==> src/evade_steering_force_top_defines.svh <==
// Assertion macros shared by the evade steering force RTL.
`ifndef EVADE_STEERING_FORCE_TOP_DEFINES_SVH
`define EVADE_STEERING_FORCE_TOP_DEFINES_SVH

// Same-cycle implication, sampled on clk and disabled in reset.
`define EVSF_ASSERT_IMP(name, ante, cons) \
    name: assert property (@(posedge clk) disable iff (!rst_n) (ante) |-> (cons)) \
        else $error("evade steering force: implication check failed");

// Next-cycle implication, sampled on clk and disabled in reset.
`define EVSF_ASSERT_NXT(name, ante, cons) \
    name: assert property (@(posedge clk) disable iff (!rst_n) (ante) |=> (cons)) \
        else $error("evade steering force: next-cycle check failed");

`endif

==> src/evsf_isqrt.sv <==
// Pipelined floor integer square root, one result bit per register stage.
`timescale 1ns / 1ps
module evsf_isqrt #(
    parameter int IN_W   = 64,
    parameter int SIDE_W = 1
) (
    input  logic                clk,
    input  logic                rst_n,
    input  logic                vld_in,
    input  logic [IN_W-1:0]     v_in,
    input  logic [SIDE_W-1:0]   side_in,
    output logic                vld_out,
    output logic [IN_W/2-1:0]   root,
    output logic [SIDE_W-1:0]   side_out
);

    localparam int N = IN_W / 2;

    logic [IN_W-1:0]   v_reg    [N];
    logic [IN_W-1:0]   r_reg    [N];
    logic [SIDE_W-1:0] side_reg [N];
    logic              vld_reg  [N];

    for (genvar k = 0; k < N; k++)
    begin : g_step
        localparam logic [IN_W-1:0] BIT = {{(IN_W-1){1'b0}}, 1'b1} << (IN_W - 2 - 2 * k);

        logic [IN_W-1:0]   v_prev;
        logic [IN_W-1:0]   r_prev;
        logic [SIDE_W-1:0] side_prev;
        logic              vld_prev;
        logic [IN_W-1:0]   rb;
        logic [IN_W-1:0]   v_next;
        logic [IN_W-1:0]   r_next;

        if (k == 0)
        begin : g_first
            assign v_prev    = v_in;
            assign r_prev    = '0;
            assign side_prev = side_in;
            assign vld_prev  = vld_in;
        end
        else
        begin : g_rest
            assign v_prev    = v_reg[k-1];
            assign r_prev    = r_reg[k-1];
            assign side_prev = side_reg[k-1];
            assign vld_prev  = vld_reg[k-1];
        end

        always_comb
        begin
            rb = r_prev + BIT;
            if (v_prev >= rb)
            begin
                v_next = v_prev - rb;
                r_next = (r_prev >> 1) + BIT;
            end
            else
            begin
                v_next = v_prev;
                r_next = r_prev >> 1;
            end
        end

        always_ff @(posedge clk or negedge rst_n)
        begin
            if (!rst_n)
            begin
                vld_reg[k] <= 1'b0;
            end
            else
            begin
                vld_reg[k] <= vld_prev;
            end
        end

        always_ff @(posedge clk)
        begin
            v_reg[k]    <= v_next;
            r_reg[k]    <= r_next;
            side_reg[k] <= side_prev;
        end
    end

    assign vld_out  = vld_reg[N-1];
    assign root     = r_reg[N-1][N-1:0];
    assign side_out = side_reg[N-1];

endmodule

==> config.mk <==
export PLATFORM = sky130hd
export DESIGN_NAME = evsf_isqrt
export DESIGN_NICKNAME = d
export VERILOG_FILES = /design/src/evade_steering_force_top_defines.svh /design/src/evsf_isqrt.sv
export SDC_FILE = /design/constraint.sdc
export NUM_CORES = 2
export LEC_CHECK = 0
export BUFFER_PORTS_ARGS = -buffer_cell sky130_fd_sc_hd__buf_2
export CAP_MARGIN = 0
export CORE_MARGIN = 2
export CORE_UTILIZATION = 25
export DETAILED_ROUTE_END_ITERATION = 8
export GPL_TIMING_DRIVEN = 1
export PLACE_DENSITY = 0.47
export SYNTH_ARGS = -nofsm -noshare
export SYNTH_HDL_FRONTEND = slang
export SYNTH_MEMORY_MAX_BITS = 65536
export SYNTH_SLANG_ARGS = --single-unit
==> constraint.sdc <==
create_clock -name clk -period 3 [get_ports clk]
set_input_delay 0.15 -clock clk [delete_from_list [all_inputs] [get_ports clk]]
set_output_delay 0.15 -clock clk [all_outputs]
set_load 0.02 [all_outputs]
==> results.json <==
{
  "instances_no_fill": 16920,
  "drt_wl_total_um": 288000,
  "violations": "setup timing",
  "dp.final_hpwl_um": 222000,
  "wire_per_inst_um": 17.0,
  "synth_xor_area_share_pct": 8.05,
  "die_w_um": 627,
  "clkLatencyLatePin_ns": 0.90,
  "place.gp.congestion": 0.878,
  "synth_top_family_by_area": "simple AND/OR/NAND/NOR gates",
  "cts_tree": "built",
  "die_height_um": 627,
  "first_pass_iters": 5,
  "drtAntennaViolNets": 0,
  "synth_area_per_cell_um2": 9.99,
  "clock-sinks": 2576,
  "rsz0062_at_grt": "true",
  "setup_viol": 96,
  "fin_setup_tns_ns": -4.89,
  "synth_top_area_share_pct": 52.4,
  "yosys-mux-area-fraction_pct": 0.976,
  "hold_viol": 0,
  "dp_cells": 16121,
  "ys.warnings.count": 0,
  "timing.final.ws_setup_ns": -0.172,
  "criticalPathCategory": "register to register",
  "grt_use_total_pct": 14.1,
  "finalInstanceArea_um2": 132000,
  "status": "finished, violations left",
  "yosysTopAreaCell": "dfxtp_1",
  "area_delta_synth_final_pct": 36.3,
  "antenna_found_initial": 14,
  "regArea_um2": 51900,
  "drive_gt1_share_pct": 26.3,
  "nNetsFinal": 12147,
  "placed_area_um2": 114000,
  "finalCritPeriodShare_pct": 106,
  "layout_min_cycle_time_ns": 3.17,
  "relSlewSlack_pct": 35.2,
  "grt_max_degree": 45,
  "vias_per_cell": 4.37,
  "rows": 228,
  "tritoncts.num_buffers": 280,
  "clkTransAtPathRegs_ns": 0.06,
  "syn_nets": 10356,
  "max_freq_ghz": 0.315,
  "portBuffers": 101,
  "largest_reg_flops": 1984,
  "fillers": 39274,
  "final_common_cell": "dfxtp_1",
  "syn_area_um2": 97200,
  "grt_pass1_vias": 74401,
  "hp-class": "input port to register",
  "final_cell_mix": "dfxtp_1 (2427), buf_4 (1332), inv_1 (668)",
  "multiInputGateArea_um2": 47600,
  "critPathRequiredTime_ns": 3.77,
  "critPathMaxFanout": 6,
  "p_per_area_nw_per_um2": 919,
  "drv_cap": 0,
  "initial_core_util_pct": 25.2,
  "final_max_slew_viol_count": 0,
  "arrival_ns": 3.94,
  "io_pins": 102,
  "fin_skew_ns": 0.0710,
  "hold_ws_ns": 0.153,
  "ys_dominant_reg_cell": "dfxtp_1",
  "synthAdderAreaFrac_pct": 7.18,
  "pre_cts_slack_ns": -0.888,
  "tightest_slew_ns": 0.964,
  "synth_simple_gate_area_share_pct": 15.2,
  "synthArstFlopShare_pct": 1.24,
  "seq_area_frac_synth_pct": 53.2,
  "num_vias": 73949,
  "overflow": 0,
  "clockRootBuffer": "clkbuf_16",
  "start_kind": "register",
  "ir_worst_vdd_v": 0.000563,
  "synth.distinct_cells": 99,
  "cts_buffer_depth": 4,
  "synth_edf_count": 0,
  "synthCells": 9730,
  "yosys-top-cells-area": "dfxtp_1 (52%), ha_1 (7.2%), xnor2_1 (4.7%)",
  "cts_max_level": 5,
  "drt_iter0_drc": 4013,
  "leakage_nw": 59.0,
  "drc": 0,
  "synth-seq-cells": 2576,
  "synth_compound_area_share_pct": 11.8,
  "crit_path_end_kind": "register",
  "design.die.area_um2": 394000,
  "core_um2": 386000,
  "grt_pass1_wl_um": 437000
}
[cell type report]
type | count | area share [%]
flip-flops and latches | 2576 | 39.2
multi-input cells | 6258 | 35.9
repair buffers | 1711 | 10.7
clock buffers | 377 | 6.10
well taps | 5175 | 4.89
inverters | 694 | 1.97
clock inverters | 121 | 1.25
diodes | 8 | 0.0151
[what timing repair did]
action | CTS | global route
hold buffers | 135 | 0
pin swaps | 181 | 310
endpoints found under the setup margin | 588 | 685
buffers inserted | 61 | 99
hold endpoints to repair | 99 | 0
gates resized for setup | 568 | 799
gates cloned | 25 | 7
[cells in the mapped netlist, types with 16 or more instances]
cell,count
nor2b_1,67
or2_2,40
nand3b_1,28
nor4_1,318
or4_1,73
inv_1,692
nand4b_1,31
a21oi_1,638
a211oi_1,67
nor2_1,662
a2111oi_0,24
ha_1,558
dfxtp_1,2544
mux2_2,78
nand4_1,191
xnor2_1,523
xor2_1,370
and4_1,18
nor3b_1,30
clkbuf_1,157
nand3_1,156
o21bai_1,61
a21o_1,197
nor4b_1,49
and3_1,44
buf_2,30
nand2_1,622
a21boi_0,21
a31o_2,16
and2_1,36
o31ai_1,37
nand2b_1,122
o21a_1,83
a31oi_1,53
dfrtp_1,32
o211ai_1,34
or3_1,84
nor3_1,265
o41ai_1,16
o21ai_0,428
[stage by stage]
stage / utilization, % / power, mW
CTS: 33.1 / 120
detailed placement: 29.4 / 82.6
finish: 34.3 / 122
global placement: 29.4 / 82.7
floorplan: - / 66.7
global route: 34.3 / 128
[worst max-delay path: stages, from the launching register on]
cell and delay (ns):
dfxtp_2 0.32, or4_4 0.52, or4_4 0.44, or4_4 0.43
or4_4 0.46, a211oi_4 0.23, a21oi_2 0.10, a21bo_2 0.22
buf_8 0.16, nor4_4 0.04, xor2_1 0.14
[where the power goes]
part	leakage, nW	internal, mW	switching [mW]
sequential	21.7	41.9	8.19
combinational	32.6	17.6	18.0
clock	4.76	21.5	14.5
[final timing paths]
path	start	to	slack, ns	depth (start not counted)
max	v_reg[0][948]	v_reg[0][1015]	-0.17	10
min	v_in[62]	v_reg[0][62]	0.15	4
max reg2reg	v_reg[0][948]	v_reg[0][1015]	-0.17	10
min reg2reg	side_reg[6][3]	side_reg[7][0]	0.32	0
max in group asynchronous	rst_n	g_step[29].vld_prev	2.52	4
min in group asynchronous	rst_n	g_step[1].vld_prev	0.28	4
[per-layer routing]
layer	share of wire, %	vias to the layer above	global-route usage [%]	routed length [um]
li1	-	37581	-	-
met1	46	34776	18.7	134000
met2	47	1155	23.8	135000
met3	4.0	437	1.70	11500
met4	2.7	0	3.83	7760
met5	0	-	0	0
[cells by family after synthesis]
kind of cell,Yosys count
buf+inv,898
simple gates,2875
mux,84
flops,2576
fa+ha+maj,558
compound gates,1846
xor+xnor,893
Note: power is estimated with default switching activity, not from simulation.
